## config.mk

```make
export PLATFORM = sky130hd
export DESIGN_NAME = mbr_partition_table_parser_unit
export DESIGN_NICKNAME = d
export VERILOG_FILES = /design/src/design/mbrptp_pkg.sv /design/src/design/mbr_partition_table_parser_unit.sv /design/src/design/mbrptp_ram.sv /design/src/design/mbrptp_collect.sv /design/src/design/mbrptp_emit.sv
export SDC_FILE = /design/constraint.sdc
export NUM_CORES = 1
export LEC_CHECK = 0
export ABC_AREA = 1
export BUFFER_PORTS_ARGS = -buffer_cell sky130_fd_sc_hd__buf_2
export CAP_MARGIN = 40
export CORE_MARGIN = 2
export CORE_UTILIZATION = 50
export CTS_CLUSTER_DIAMETER = 40
export DETAILED_ROUTE_END_ITERATION = 16
export PLACE_DENSITY = 0.71
export REMOVE_ABC_BUFFERS = 1
export SLEW_MARGIN = 20
export SYNTH_ARGS = -nofsm -noshare
export SYNTH_HDL_FRONTEND = slang
export SYNTH_SLANG_ARGS = --single-unit
```

## constraint.sdc

```tcl
create_clock -name clk -period 5.55 [get_ports clk]
set_clock_uncertainty 0.2 [all_clocks]
set_input_delay 1.11 -clock clk [delete_from_list [all_inputs] [get_ports clk]]
set_output_delay 1.11 -clock clk [all_outputs]
set_load 0.01 [all_outputs]
```

## src/design/mbrptp_pkg.sv

```systemverilog
`timescale 1ns / 1ps
`default_nettype none
// ----------------------------------------------------------------------------
// MBR partition table parser package
// Shared types, constants and the type-to-class lookup.
// ----------------------------------------------------------------------------
package mbrptp_pkg;

  localparam int unsigned SectorBytes = 512;
  localparam int unsigned TableBase   = 446;
  localparam int unsigned SigBase     = 510;
  localparam int unsigned NumSlots    = 4;
  localparam int unsigned SlotW       = 2;
  localparam int unsigned PosW        = 10;

  localparam logic [7:0] SigFirst  = 8'h55;
  localparam logic [7:0] SigSecond = 8'hAA;

  localparam logic [1:0] STATUS_RECORD    = 2'd0;
  localparam logic [1:0] STATUS_BAD_SIG   = 2'd1;
  localparam logic [1:0] STATUS_NO_PART   = 2'd2;
  localparam logic [1:0] STATUS_WRONG_LEN = 2'd3;

  localparam logic [2:0] FS_RAW    = 3'd0;
  localparam logic [2:0] FS_FAT    = 3'd1;
  localparam logic [2:0] FS_NTFS   = 3'd2;
  localparam logic [2:0] FS_LINUX  = 3'd3;
  localparam logic [2:0] FS_NATIVE = 3'd4;
  localparam logic [2:0] FS_GPT    = 3'd5;

  typedef struct packed {
    logic [7:0]  type_code;
    logic [31:0] start_block;
    logic [31:0] length_blocks;
  } entry_t;

  localparam int unsigned EntryW = $bits(entry_t);

  typedef struct packed {
    logic                valid;
    logic [1:0]          status;
    logic [NumSlots-1:0] mask;
  } sector_end_t;

  typedef struct packed {
    logic             found;
    logic [SlotW-1:0] slot;
  } slot_pick_t;

  function automatic logic [2:0] class_of(input logic [7:0] t);
    logic [2:0] c;
    unique case (t)
      8'h01, 8'h04, 8'h06, 8'h0B, 8'h0C, 8'h0E: c = FS_FAT;
      8'h07:   c = FS_NTFS;
      8'h83:   c = FS_LINUX;
      8'h99:   c = FS_NATIVE;
      8'hEE:   c = FS_GPT;
      default: c = FS_RAW;
    endcase
    return c;
  endfunction

  // Lowest set bit of the mask at or above the start slot.
  function automatic slot_pick_t pick_slot(input logic [NumSlots-1:0] mask,
                                           input logic [SlotW:0] start);
    slot_pick_t p;
    p = '0;
    for (int i = NumSlots - 1; i >= 0; i--) begin
      if (mask[i] && (i >= int'(start))) begin
        p.found = 1'b1;
        p.slot  = SlotW'(i);
      end
    end
    return p;
  endfunction

endpackage
`default_nettype wire

```

## src/design/mbr_partition_table_parser_unit.sv

```systemverilog
`timescale 1ns / 1ps
`default_nettype none
// ----------------------------------------------------------------------------
// MBR partition table parser
// Parses the first sector of a disk and reports its primary partitions.
// ----------------------------------------------------------------------------
// Sector bytes are taken one per cycle while s_tready is high. Each partition
// entry is assembled as it streams in and written to a four-word entry memory
// on its final byte. After the byte marked last, a sector with a bad length,
// a bad signature or no usable entries gives one status transfer; otherwise
// the emitter reads the memory once per qualifying slot, and each record
// passes a memory read state, then an output load state. The input is held off
// from the last byte until the final result of the sector has been transferred.
module mbr_partition_table_parser_unit
  import mbrptp_pkg::*;
(
  input  wire logic        clk,
  input  wire logic        rst,
  input  wire logic        s_tvalid,
  output logic             s_tready,
  input  wire logic [7:0]  s_tdata,  // data_byte
  input  wire logic        s_tlast,  // last_byte
  output logic             m_tvalid,
  input  wire logic        m_tready,
  output logic      [87:0] m_tdata,  // device_id, part_number, type_code,
                                     // fs_class, start_block, length_blocks
  output logic      [1:0]  m_tuser,  // status
  output logic             m_tlast,  // last_result
  input  wire logic        psel,
  input  wire logic        penable,
  input  wire logic        pwrite,
  input  wire logic [2:0]  paddr,
  input  wire logic [31:0] pwdata,
  output logic      [31:0] prdata,
  output logic             pready
);

  logic [3:0]       source_device;
  logic             take;
  logic             wr_en;
  logic [SlotW-1:0] wr_addr;
  entry_t           wr_data;
  logic [SlotW-1:0] rd_addr;
  entry_t           rd_data;
  sector_end_t      sector_end;

  assign pready = 1'b1;
  assign prdata = (paddr[2] == 1'b0) ? {28'd0, source_device} : 32'd0;

  always_ff @(posedge clk) begin
    if (rst) begin
      source_device <= '0;
    end else if (psel && penable && pwrite && pready && paddr[2] == 1'b0) begin
      source_device <= pwdata[3:0];
    end
  end

  assign take = s_tvalid && s_tready;

  mbrptp_collect u_collect (
    .clk        (clk),
    .rst        (rst),
    .take       (take),
    .data_byte  (s_tdata),
    .last_byte  (s_tlast),
    .wr_en      (wr_en),
    .wr_addr    (wr_addr),
    .wr_data    (wr_data),
    .sector_end (sector_end)
  );

  mbrptp_ram #(
    .WIDTH (EntryW),
    .DEPTH (NumSlots)
  ) u_entry_ram (
    .clk     (clk),
    .wr_en   (wr_en),
    .wr_addr (wr_addr),
    .wr_data (wr_data),
    .rd_addr (rd_addr),
    .rd_data (rd_data)
  );

  logic emit_ready;

  mbrptp_emit u_emit (
    .clk           (clk),
    .rst           (rst),
    .source_device (source_device),
    .sector_end    (sector_end),
    .rd_data       (rd_data),
    .rd_addr       (rd_addr),
    .in_ready      (emit_ready),
    .m_tvalid      (m_tvalid),
    .m_tready      (m_tready),
    .m_tdata       (m_tdata),
    .m_tuser       (m_tuser),
    .m_tlast       (m_tlast)
  );

  // Hold the input for the cycle in which a verdict is in flight.
  assign s_tready = emit_ready && !sector_end.valid;

endmodule
`default_nettype wire

```

## src/design/mbrptp_ram.sv

```systemverilog
`timescale 1ns / 1ps
`default_nettype none
// ----------------------------------------------------------------------------
// Generic RAM
// One write port and one read port with registered read data.
// ----------------------------------------------------------------------------
module mbrptp_ram #(
  parameter int unsigned WIDTH = 8,
  parameter int unsigned DEPTH = 4
) (
  input  wire logic                     clk,
  input  wire logic                     wr_en,
  input  wire logic [$clog2(DEPTH)-1:0] wr_addr,
  input  wire logic [WIDTH-1:0]         wr_data,
  input  wire logic [$clog2(DEPTH)-1:0] rd_addr,
  output logic      [WIDTH-1:0]         rd_data
);

  logic [WIDTH-1:0] mem [DEPTH];

  always_ff @(posedge clk) begin
    if (wr_en) begin
      mem[wr_addr] <= wr_data;
    end
    rd_data <= mem[rd_addr];
  end

endmodule
`default_nettype wire

```

## src/design/mbrptp_collect.sv

```systemverilog
`timescale 1ns / 1ps
`default_nettype none
// ----------------------------------------------------------------------------
// MBR sector collector
// Tracks the byte position, assembles each partition entry and writes it to
// the entry memory on its final byte, and judges the sector on its last byte.
// ----------------------------------------------------------------------------
module mbrptp_collect
  import mbrptp_pkg::*;
(
  input  wire logic              clk,
  input  wire logic              rst,
  input  wire logic              take,
  input  wire logic [7:0]        data_byte,
  input  wire logic              last_byte,
  output logic                   wr_en,
  output logic      [SlotW-1:0]  wr_addr,
  output entry_t                 wr_data,
  output sector_end_t            sector_end
);

  logic [PosW-1:0]     pos;
  logic [7:0]          sig_hi;
  logic [NumSlots-1:0] mask;
  entry_t              asm_entry;
  entry_t              entry_next;

  logic [PosW-1:0] rel_full;
  logic [3:0]      off;
  logic            in_table;
  logic            length_ok;
  logic            sig_ok;

  assign in_table = (pos >= PosW'(TableBase)) && (pos < PosW'(SigBase));
  assign rel_full = pos - PosW'(TableBase);
  assign off      = rel_full[3:0];
  assign length_ok = (pos == PosW'(SectorBytes - 1));
  assign sig_ok    = (sig_hi == SigFirst) && (data_byte == SigSecond);

  always_comb begin
    entry_next = asm_entry;
    if (off == 4'd4) begin
      entry_next.type_code = data_byte;
    end else if (off >= 4'd8 && off < 4'd12) begin
      entry_next.start_block[off[1:0]*8 +: 8] = data_byte;
    end else if (off >= 4'd12) begin
      entry_next.length_blocks[off[1:0]*8 +: 8] = data_byte;
    end
  end

  assign wr_en   = take && in_table && (off == 4'd15);
  assign wr_addr = rel_full[5:4];
  assign wr_data = entry_next;

  always_ff @(posedge clk) begin
    if (rst) begin
      pos        <= '0;
      mask       <= '0;
      sector_end <= '0;
    end else begin
      sector_end.valid <= 1'b0;
      if (take) begin
        if (!pos[PosW-1]) begin
          pos <= pos + PosW'(1);
        end
        if (wr_en) begin
          mask[wr_addr] <= (entry_next.type_code != 8'd0) &&
                           (entry_next.length_blocks != 32'd0);
        end
        if (last_byte) begin
          pos              <= '0;
          sector_end.valid <= 1'b1;
          sector_end.mask  <= mask;
          if (!length_ok) begin
            sector_end.status <= STATUS_WRONG_LEN;
          end else if (!sig_ok) begin
            sector_end.status <= STATUS_BAD_SIG;
          end else if (mask == '0) begin
            sector_end.status <= STATUS_NO_PART;
          end else begin
            sector_end.status <= STATUS_RECORD;
          end
        end
      end
    end
  end

  always_ff @(posedge clk) begin
    if (take && in_table) begin
      asm_entry <= entry_next;
    end
    if (take && pos == PosW'(SigBase)) begin
      sig_hi <= data_byte;
    end
  end

endmodule
`default_nettype wire

```

## src/design/mbrptp_emit.sv

```systemverilog
`timescale 1ns / 1ps
`default_nettype none
// ----------------------------------------------------------------------------
// MBR result emitter
// Turns a sector verdict into a status result or walks the entry memory over
// the qualifying slots, one record per read.
// ----------------------------------------------------------------------------
module mbrptp_emit
  import mbrptp_pkg::*;
(
  input  wire logic              clk,
  input  wire logic              rst,
  input  wire logic [3:0]        source_device,
  input  wire sector_end_t       sector_end,
  input  wire entry_t            rd_data,
  output logic      [SlotW-1:0]  rd_addr,
  output logic                   in_ready,
  output logic                   m_tvalid,
  input  wire logic              m_tready,
  output logic      [87:0]       m_tdata,  // device_id, part_number, type_code,
                                           // fs_class, start_block,
                                           // length_blocks, zero fill
  output logic      [1:0]        m_tuser,  // status
  output logic                   m_tlast
);

  localparam logic [1:0] ST_IDLE = 2'd0;
  localparam logic [1:0] ST_READ = 2'd1;
  localparam logic [1:0] ST_LOAD = 2'd2;

  logic [1:0]          state;
  logic [SlotW-1:0]    slot;
  logic [NumSlots-1:0] mask;
  logic [3:0]          dev;
  logic                out_free;
  slot_pick_t          first_pick;
  slot_pick_t          next_pick;

  assign out_free   = !m_tvalid || m_tready;
  assign in_ready   = (state == ST_IDLE) && !m_tvalid;
  assign rd_addr    = slot;
  assign first_pick = pick_slot(sector_end.mask, '0);
  assign next_pick  = pick_slot(mask, {1'b0, slot} + (SlotW + 1)'(1));

  always_ff @(posedge clk) begin
    if (rst) begin
      state    <= ST_IDLE;
      m_tvalid <= 1'b0;
    end else begin
      if (m_tvalid && m_tready) begin
        m_tvalid <= 1'b0;
      end
      unique case (state)
        ST_IDLE: begin
          if (sector_end.valid) begin
            if (sector_end.status == STATUS_RECORD) begin
              state <= ST_READ;
            end else begin
              m_tvalid <= 1'b1;
            end
          end
        end
        ST_READ: begin
          state <= ST_LOAD;
        end
        ST_LOAD: begin
          if (out_free) begin
            m_tvalid <= 1'b1;
            state    <= next_pick.found ? ST_READ : ST_IDLE;
          end
        end
        default: begin
          state <= ST_IDLE;
        end
      endcase
    end
  end

  always_ff @(posedge clk) begin
    if (state == ST_IDLE && sector_end.valid) begin
      mask    <= sector_end.mask;
      dev     <= source_device;
      slot    <= first_pick.slot;
      m_tuser <= sector_end.status;
      m_tlast <= 1'b1;
      m_tdata <= {84'd0, source_device};
    end else if (state == ST_LOAD && out_free) begin
      m_tuser <= STATUS_RECORD;
      m_tlast <= !next_pick.found;
      m_tdata <= {6'd0, rd_data.length_blocks, rd_data.start_block,
                  class_of(rd_data.type_code), rd_data.type_code,
                  {1'b0, slot} + 3'd1, dev};
      if (next_pick.found) begin
        slot <= next_pick.slot;
      end
    end
  end

endmodule
`default_nettype wire

```

==> reports/results.ini, run 1 <==
[outcome]
outcome = finished clean

[global_route]
use_met1 = 0.264
grt.busiest_layer = met2
grt_pass1_wl_um = 67900
grt_pass1_vias = 12500
use_met3 = 0.0382
grt_overflow = 0
globalRouteMet2Util = 0.329
grt_use_total = 0.199
grt_start_max_net_pins = 82
antenna_found_initial = 1

[power_and_ir_drop]
seqPwrFrac = 0.483
total_leakage_power_nw = 7.93
pwr-share-clk = 0.427
power_switching_w = 0.00238
p_sw_frac = 0.236
pwr_density_cell_nw_per_um2 = 415
vdd_drop_max_mv = 0.226
combPwrFrac = 0.090
p_int_w = 0.00770

[logic_synthesis]
syn_area_per_cell_um2 = 12.1
synth_flop_cell = edfxtp_1
netlist_instances = 1728
synth.distinct_cells = 45
synth-edff-count = 384
ys_warn_count = 0
synth_top_family_by_area = compound AO/OA/AOI/OAI gates
synth-adder-area-share = 0.00778
async_flop_share = 0
synth_seq_area_share = 0.723
syn_area_um2 = 20900
synth_compound_area_frac = 0.117
synthSimpleGateAreaFrac = 0.100
synth_seq_cells = 563
synth_mux_area_frac = 0
synth-xor-area-share = 0.000419

[placement]
dpl.hpwl_um = 26500
dp.cells = 2315
portBuffers = 111
post-place-ws_ns = 1.90
globalplace.congestion = 0.889

[die]
rows = 74
die_area_um2 = 43400
dieWidth_um = 208
die_h_um = 208
core_um2 = 41000
ios = 177
floorplan.initialDensity = 0.509

[critical_path]
required_ns = 5.80
reg2regPathDepth = 14
worst-endpoint-arrival_ns = 3.97
path_common_cell = nand2_1
rrSetupSlack_ns = 1.82
cp_top_family = simple AND/OR/NAND/NOR gates
startpoint = u_collect.pos[0]
reg2reg_from = u_collect.pos[0]
worst_setup_path_end_kind = flop
cp_slowest_cell = dfxtp_1
crit_buf_inv = 2
cp-start-kind = flop
cp_cell_sequence = inv_2 > ha_1 > inv_1 > nor2_2 > nand2_1 > nand2_1 > o21ai_1 > nand2_1 > nor2_1 > nand2_1 > nor2_1 > nand2_1 > nand2_2 > a21oi_1
endpoint = u_collect.mask[1]
cpPeakStageDelay_ns = 0.76
path_class = flop to flop
cp_max_fo = 20
worstSetupPathDepth = 14
rr_endpoint = u_collect.mask[1]

[detailed_routing]
drc_errors = 0
avgRoutedWirePerCell_um = 17.9
drtIter0Drc = 1220
wl_um = 43800
drtAntennaViolNets = 0
drt_pre_antenna_iters = 5
viasPerCell = 5.40
via_count = 13200

[layout]
syn_to_final_growth_pct = 16.2
final_common_cell = edfxtp_1
final_cell_mix = 384 x edfxtp_1, 215 x nand2_1, 214 x nor2_1
nNetsFinal = 1919
fin_cells = 2442
fillCellCount = 3205
layout-drive-gt1-share = 0.146

[sta]
setup_violations = 0
grt_setup_unrepaired = false
post-route-period-util = 0.671
tightest_slew_ns = 0.861
drv_slew = 0
setup_ws_ns = 1.82
finalHoldViolCount = 0
fin_crit_ns = 3.73
max_slew_margin = 0.426
fmax_mhz = 268

[clocking]
clkLatencyLatePin_ns = 0.58
cts-hold-fix-buffers = 0
root_buffer = clkbuf_16
cts_tree = done
numCtsBuffers = 67
cts.sinks = 563
cts_resized = 0
cts_setup_buffers = 0
clk_pin_slew_ns = 0.05
clockBufferDepth = 3
htree_levels = 3

[min_path]
hp-class = flop to flop
whs_path_depth = 0

[run]
drv_cap = 0

[worst min path at each step]
stage                                  from        endpoint
finish              u_collect.sector_end[0]  u_emit.mask[0]
global route        u_collect.sector_end[0]  u_emit.mask[0]
CTS                 u_collect.sector_end[0]  u_emit.mask[0]
detailed placement         source_device[1]   u_emit.dev[1]
global placement           source_device[3]   u_emit.dev[3]
floorplan                  source_device[0]   u_emit.dev[0]
[registers in the layout, indices dropped and copies added, names as in the netlist, 4 cells and up]
register	count
u_entry_ram.mem	288
u_emit.m_tdata	82
u_collect.asm_entry	72
u_entry_ram.rd_data	72
u_collect.pos	10
u_collect.sig_hi	8
u_collect.sector_end	7
source_device	4
u_collect.mask	4
u_emit.dev	4
u_emit.mask	4
[through the flow]
| step | TNS [ns] | hold slack [ns] | cell area (um^2) | power (W) | util |
|---|---|---|---|---|---|
| CTS | 0 | 0.222 | 24200 | 0.0102 | 0.590 |
| finish | 0 | 0.221 | 24300 | 0.0101 | 0.592 |
| global route | 0 | 0.236 | 24300 | 0.0105 | 0.592 |
| floorplan | -284.34 | 0.208 | 20400 | 0.00546 | - |
| detailed placement | 0 | 0.214 | 22000 | 0.00587 | 0.536 |
| global placement | 0 | 0.213 | 21900 | 0.00585 | 0.533 |
[synth_stat cells, drive strengths merged, types with 2 or more instances]
library cell,count,area (um^2)
a41oi,2,17.5
o22ai,77,482
a32o,2,20.0
o31ai,2,15.0
nor2,228,907
clkinv,3,11.3
a21oi,14,70.1
nand4,12,75.1
nand2,220,838
nor3,12,65.1
buf,52,357
nor4,5,31.3
edfxtp,384,11500
nand3,29,175
o21ai,218,1100
a22o,68,596
o21a,9,67.6
clkbuf,59,221
dfxtp,179,3580
ha,13,163
inv,128,480
conb,2,7.51
[power groups by stage]
stage | combinational (W) | clock [W] | sequential, W
floorplan | 0.000375 | 0 | 0.00508
global route | 0.000990 | 0.00457 | 0.00490
CTS | 0.000914 | 0.00438 | 0.00488
finish | 0.000906 | 0.00431 | 0.00487
detailed placement | 0.000905 | 0 | 0.00496
global placement | 0.000888 | 0 | 0.00496
[worst register-to-register path, cell delays in order, from the launching register on]
cell	delay, ns
dfxtp_1	0.76
inv_2	0.27
ha_1	0.38
inv_1	0.19
nor2_2	0.08
nand2_1	0.53
nand2_1	0.20
o21ai_1	0.21
nand2_1	0.07
nor2_1	0.18
nand2_1	0.11
nor2_1	0.15
nand2_1	0.08
nand2_2	0.12
a21oi_1	0.08
[layout make-up]
type	instances	area [um^2]	share of cell area
clock buffers	80	1870	0.0772
well taps	532	666	0.0274
multi-input cells	956	4890	0.201
clock inverters	41	360	0.0148
flip-flops and latches	563	15100	0.623
repair buffers	136	871	0.0359
diodes	3	7.51	0.000309
inverters	131	493	0.0203
[cell families after synthesis]
group / after synthesis
xor gates and xnor gates: 1
AOI/OAI and AO/OA: 401
DFF: 563
and+or+nand+nor: 506
other: 2
buffers and inverters: 242
adders and majority gates: 13
[layer usage]
layer,vias to the layer above,part of all wire,wire (um)
met5,-,0,0
met4,0,0.026,1160
met3,96,0.057,2490
met2,407,0.48,21000
met1,6371,0.44,19100
li1,6322,-,-
Power figures use the tool's default switching activity.
==> run 2, diff against run 1 <==
PLACE_DENSITY = 0.69   (was 0.71)
clock period = 3.5 ns   (was 5.55 ns; I/O delays follow)
==> run 2 against run 1 <==
Net effect: count of clock-buffer cells in the layout up 18; design area up 0.42%; total power up 61%; wire length up 0.22%; worst hold slack worse by 0.065 ns; sequential share of layout area down 0.26 points; register-to-register slack worse by 1.5 ns; via count up 0.24%; cell count up 0.12%; die area unchanged; combinational power up 58%.
==> reports/results.ini, run 2 (synthesis results as in run 1) <==
[outcome]
outcome = finished clean  ; unchanged

[power_and_ir_drop]
seqPwrFrac = 0.476  ; was 0.483
pwr-share-clk = 0.436  ; was 0.427
pwr_density_cell_nw_per_um2 = 666  ; was 415 nW/um^2
p_int_w = 0.0125  ; was 0.00770 W
p_sw_frac = 0.232  ; was 0.236
vdd_drop_max_mv = 0.350  ; was 0.226 mV
power_switching_w = 0.00377  ; was 0.00238 W
combPwrFrac = 0.088  ; was 0.090
total_leakage_power_nw = 7.98  ; was 7.93 nW

[global_route]
grt_start_max_net_pins = 145  ; was 82
grt_pass1_vias = 13100  ; was 12,500
grt_use_total = 0.201  ; was 0.199
antenna_found_initial = 2  ; was 1
grt_overflow = 0  ; unchanged
grt_pass1_wl_um = 69100  ; was 67,900 um

[detailed_routing]
avgRoutedWirePerCell_um = 17.9  ; about the same
drc_errors = 0  ; unchanged
drt_pre_antenna_iters = 5  ; unchanged
viasPerCell = 5.41  ; was 5.40
drtAntennaViolNets = 0  ; unchanged
wl_um = 43900  ; was 43,800 um
via_count = 13200  ; about the same
drtIter0Drc = 1165  ; was 1,220

[clocking]
root_buffer = clkbuf_16  ; unchanged
cts_tree = done  ; unchanged
htree_levels = 3  ; unchanged
cts_setup_buffers = 0  ; unchanged
clk_pin_slew_ns = 0.06  ; was 0.05 ns
cts.sinks = 563  ; unchanged
numCtsBuffers = 67  ; unchanged
clockBufferDepth = 3  ; unchanged
clkLatencyLatePin_ns = 0.58  ; about the same
cts_resized = 0  ; unchanged
cts-hold-fix-buffers = 0  ; unchanged

[critical_path]
cp_top_family = simple AND/OR/NAND/NOR gates  ; unchanged
cp_cell_sequence = ha_1 > inv_1 > nor2_2 > nand2_1 > o21ai_0 > nor4_1 > nand2_1 > nand2_2 > a21oi_1  ; was inv_2 > ha_1 > inv_1 > nor2_2 > nand2_1 > nand2_1 > o21ai_1 > nand2_1 > nor2_1 > nand2_1 > nor2_1 > nand2_1 > nand2_2 > a21oi_1
worst-endpoint-arrival_ns = 3.50  ; was 3.97 ns
path_common_cell = nand2_1  ; unchanged
cp_slowest_cell = o21ai_0  ; was dfxtp_1
crit_buf_inv = 1  ; was 2
worst_setup_path_end_kind = flop  ; unchanged
path_class = flop to flop  ; unchanged
required_ns = 3.81  ; was 5.80 ns
cp_max_fo = 20  ; unchanged
cp-start-kind = flop  ; unchanged
cpPeakStageDelay_ns = 0.77  ; was 0.76 ns

[layout]
nNetsFinal = 1922  ; was 1,919
final_cell_mix = 384 x edfxtp_1, 215 x nand2_1, 214 x nor2_1  ; unchanged
syn_to_final_growth_pct = 16.7  ; was 16.2%
final_cell_area_um2 = 24400  ; was 24,300 um^2
layout-drive-gt1-share = 0.147  ; was 0.146
largest_reg_flops = 288  ; unchanged
final_common_cell = edfxtp_1  ; unchanged
fin_cells = 2445  ; was 2,442
final_core_util = 0.594  ; was 0.592
top_regs = u_entry_ram.mem x288, u_emit.m_tdata x82  ; unchanged
top_register = u_entry_ram.mem  ; unchanged

[sta]
max_slew_margin = 0.449  ; was 0.426
finalHoldViolCount = 0  ; unchanged
whs_ns = 0.157  ; was 0.221 ns
tns_ns = 0  ; unchanged
fin_crit_ns = 3.19  ; was 3.73 ns
post-route-period-util = 0.911  ; was 0.671
tightest_slew_ns = 0.827  ; was 0.861 ns
drv_slew = 0  ; unchanged
grt_setup_unrepaired = false  ; unchanged
setup_violations = 0  ; unchanged
fmax_mhz = 314  ; was 268 MHz

[placement]
globalplace.congestion = 0.871  ; was 0.889
dpl.hpwl_um = 26600  ; was 26,500 um
dp.cells = 2321  ; was 2,315
portBuffers = 111  ; unchanged
postPlaceCellArea_um2 = 22000  ; about the same

[die]
core_um2 = 41000  ; unchanged
rows = 74  ; unchanged
ios = 177  ; unchanged
dieWidth_um = 208  ; unchanged
die_area_um2 = 43400  ; unchanged
die_h_um = 208  ; unchanged
floorplan.initialDensity = 0.509  ; unchanged

[run]
drv_cap = 0  ; unchanged

[min_path]
hp-class = input pin to flop  ; was flop to flop

==> run 2: changes by cell type in the layout (fill, tap and decap cells not counted), moves of 2 or more <==
cell,delta
buf_12,+2
buf_16,-2
buf_4,+4
clkbuf_1,+10
clkbuf_16,+5
clkbuf_8,+3
clkinv_1,-8
clkinv_2,-2
clkinv_4,-5
clkinvlp_4,-3
inv_8,+3
==> run 2: power by group through the flow <==
stage	Clock, W	Combinational, W	Sequential (W)
finish	0.00707	0.00143	0.00772
global route	0.00746	0.00157	0.00778
CTS	0.00719	0.00145	0.00772
detailed placement	0	0.00144	0.00786
global placement	0	0.00142	0.00785
floorplan	0	0.000595	0.00806
==> run 2: worst register-to-register path: stages (launching register included) <==
cell	delay [ns]
dfxtp_1	0.53
ha_1	0.38
inv_1	0.17
nor2_2	0.14
nand2_1	0.45
o21ai_0	0.77
nor4_1	0.13
nand2_1	0.12
nand2_2	0.09
a21oi_1	0.14
==> run 2: path summary, 6_finish.rpt <==
| kind | start | end | slack [ns] | cells after the start |
|---|---|---|---|---|
| setup / recovery | u_collect.pos[1] | u_collect.mask[3] | 0.31 | 9 |
| hold / removal | s_tdata[0] | u_collect.sig_hi[0] | 0.16 | 1 |
| setup reg to reg | u_collect.pos[1] | u_collect.mask[3] | 0.31 | 9 |
| hold reg to reg | source_device[2] | u_emit.dev[2] | 0.23 | 0 |
==> run 2: routing by layer <==
metal  wire length, um  vias to the layer above  track usage  share of wire
li1                  -                     6323            -              -
met1             19500                     6452        0.262           0.44
met2             21100                      358        0.339           0.48
met3              2040                       93       0.0358          0.047
met4              1180                        2       0.0727          0.027
met5                13                        -            0        0.00030
==> run 2: cell type report <==
| cell class | instances | area, um^2 |
|---|---|---|
| repair buffers | 139 | 878 |
| diodes | 2 | 5.00 |
| well taps | 532 | 666 |
| clock buffers | 98 | 2080 |
| multi-input cells | 956 | 4880 |
| flip-flops and latches | 563 | 15100 |
| inverters | 131 | 493 |
| clock inverters | 24 | 259 |
| fillers | 3203 | 16600 |
==> run 2: per-stage QoR <==
stage / total power (W) / worst slack [ns]
after detailed placement: 0.00930 / 0.410
after floorplan: 0.00865 / -5.40
after CTS: 0.0164 / 0.374
after global placement: 0.00928 / 0.512
final: 0.0162 / 0.312
after global routing: 0.0168 / 0.0340
==> run 3, diff against run 2 <==
RECOVER_POWER = 25   (was default)
==> run 3 against run 2 <==
Net effect: the flow now finishes with violations (capacitance limit, slew limit); worst hold slack improved by 0.052 ns; non-clock buffer count stayed put; wire length up 0.24%; sequential share of layout area is 0.38 points higher; cell count is essentially flat.
==> reports/results.ini, run 3 (synthesis results as in run 1) <==
[placement]
dpl.hpwl_um = 26600  ; unchanged
portBuffers = 111  ; unchanged
globalplace.congestion = 0.871  ; unchanged
dp.cells = 2321  ; unchanged

[critical_path]
crit_buf_inv = 1  ; unchanged
worst-endpoint-arrival_ns = 3.47  ; was 3.50 ns
required_ns = 3.81  ; about the same
cp-start-kind = flop  ; unchanged
worstSetupPathDepth = 9  ; unchanged
path_class = flop to flop  ; unchanged
reg2regPathDepth = 9  ; unchanged
cp_top_family = simple AND/OR/NAND/NOR gates  ; unchanged
cp_slowest_cell = o21ai_0  ; unchanged
cpPeakStageDelay_ns = 0.72  ; was 0.77 ns
path_common_cell = nand2_1  ; unchanged
cp_max_fo = 20  ; unchanged
cp_cell_sequence = ha_1 > inv_1 > nor2_2 > nand2_1 > o21ai_0 > nor4_1 > nand2_1 > nand2_2 > a21oi_1  ; unchanged
worst_setup_path_end_kind = flop  ; unchanged

[layout]
top_register = u_entry_ram.mem  ; unchanged
fin_cells = 2446  ; was 2,445
final_core_util = 0.591  ; was 0.594
nNetsFinal = 1922  ; unchanged
largest_reg_flops = 288  ; unchanged
layout-drive-gt1-share = 0.0916  ; was 0.147
top_regs = u_entry_ram.mem x288, u_emit.m_tdata x82  ; unchanged
syn_to_final_growth_pct = 15.9  ; was 16.7%
final_common_cell = edfxtp_1  ; unchanged
final_cell_mix = 384 x edfxtp_1, 217 x nor2_1, 217 x nand2_1  ; was 384 x edfxtp_1, 215 x nand2_1, 214 x nor2_1

[detailed_routing]
drc_errors = 0  ; unchanged
drtIter0Drc = 1241  ; was 1,165
drtAntennaViolNets = 0  ; unchanged
drt_pre_antenna_iters = 6  ; was 5
via_count = 13300  ; was 13,200
avgRoutedWirePerCell_um = 18.0  ; was 17.9 um
wl_um = 44000  ; was 43,900 um
viasPerCell = 5.43  ; was 5.41

[sta]
fin_crit_ns = 3.16  ; was 3.19 ns
post-route-period-util = 0.904  ; was 0.911
tightest_slew_ns = 1.62  ; was 0.827 ns
finalHoldViolCount = 0  ; unchanged
drv_slew = 73  ; was 0
fmax_mhz = 316  ; was 314 MHz
grt_setup_unrepaired = false  ; unchanged
tns_ns = 0  ; unchanged
whs_ns = 0.209  ; was 0.157 ns
setup_violations = 0  ; unchanged
max_slew_margin = -0.0830  ; was 0.449

[global_route]
grt_pass1_wl_um = 69100  ; unchanged
grt_pass1_vias = 13100  ; unchanged
grt_overflow = 0  ; unchanged
grt_start_max_net_pins = 145  ; unchanged
antenna_found_initial = 3  ; was 2
grt_use_total = 0.201  ; unchanged

[clocking]
clk_pin_slew_ns = 0.06  ; about the same
cts_resized = 0  ; unchanged
clockBufferDepth = 3  ; unchanged
cts-hold-fix-buffers = 0  ; unchanged
htree_levels = 3  ; unchanged
cts.sinks = 563  ; unchanged
cts_tree = done  ; unchanged
clkLatencyLatePin_ns = 0.58  ; about the same
numCtsBuffers = 67  ; unchanged
root_buffer = clkbuf_16  ; unchanged
cts_setup_buffers = 0  ; unchanged

[power_and_ir_drop]
total_leakage_power_nw = 7.62  ; was 7.98 nW
pwr_density_cell_nw_per_um2 = 666  ; about the same
vdd_drop_max_mv = 0.346  ; was 0.350 mV

[die]
floorplan.initialDensity = 0.509  ; unchanged
core_um2 = 41000  ; unchanged
rows = 74  ; unchanged
dieWidth_um = 208  ; unchanged
die_area_um2 = 43400  ; unchanged
die_h_um = 208  ; unchanged
ios = 177  ; unchanged

[outcome]
failed_checks = capacitance limit, slew limit
outcome = complete, but fails checks  ; was finished clean

[min_path]
whs_path_depth = 2  ; was 1
hp-class = input pin to flop  ; unchanged

[run]
drv_cap = 1  ; was 0

==> run 3: layer usage <==
metal  routed length (um)  vias up  GRT usage  part of all wire
li1                     -     6312          -                 -
met1                19300     6476      0.262              0.44
met2                21200      402      0.339              0.48
met3                 2230       93     0.0358             0.051
met4                 1220        2     0.0727             0.028
met5                   13        -          0           0.00030
==> run 3: worst paths after layout <==
check	slack [ns]	start	end
max	0.34	u_collect.pos[1]	u_collect.mask[3]
min	0.21	rst	u_emit.state[1]
max reg2reg	0.34	u_collect.pos[1]	u_collect.mask[3]
min reg2reg	0.23	source_device[2]	u_emit.dev[2]
==> run 3: cell type report <==
type / instances / area (um^2)
Clock inverter: 24 / 259
Inverter: 131 / 493
Tap cell: 532 / 666
Sequential cell: 563 / 15100
Antenna cell: 3 / 7.51
Clock buffer: 98 / 2080
Timing Repair Buffer: 139 / 748
Fill cell: 3251 / 16800
Multi-Input combinational cell: 956 / 4860
==> run 3: metrics by stage <==
stage | total power, W | area, um^2 | setup WS (ns)
2_1_floorplan | 0.00865 | 20400 | -5.40
3_3_place_gp | 0.00928 | 22000 | 0.512
3_5_place_dp | 0.00930 | 22000 | 0.410
4_1_cts | 0.0164 | 24400 | 0.374
5_1_grt | 0.0167 | 24200 | 0.0340
6_report | 0.0161 | 24200 | 0.336
==> run 3: worst reg2reg max path, stage by stage, from the launching register on <==
cell,delay [ns]
dfxtp_1,0.53
ha_1,0.38
inv_1,0.17
nor2_2,0.15
nand2_1,0.45
o21ai_0,0.73
nor4_1,0.14
nand2_1,0.13
nand2_2,0.09
a21oi_1,0.14
==> run 3: report_power, final <==
part	switching (W)	total, W	internal, W
sequential	0.000233	0.00773	0.00750
combinational	0.000826	0.00133	0.000505
clock	0.00273	0.00708	0.00435
total	0.00378	0.0161	0.0124
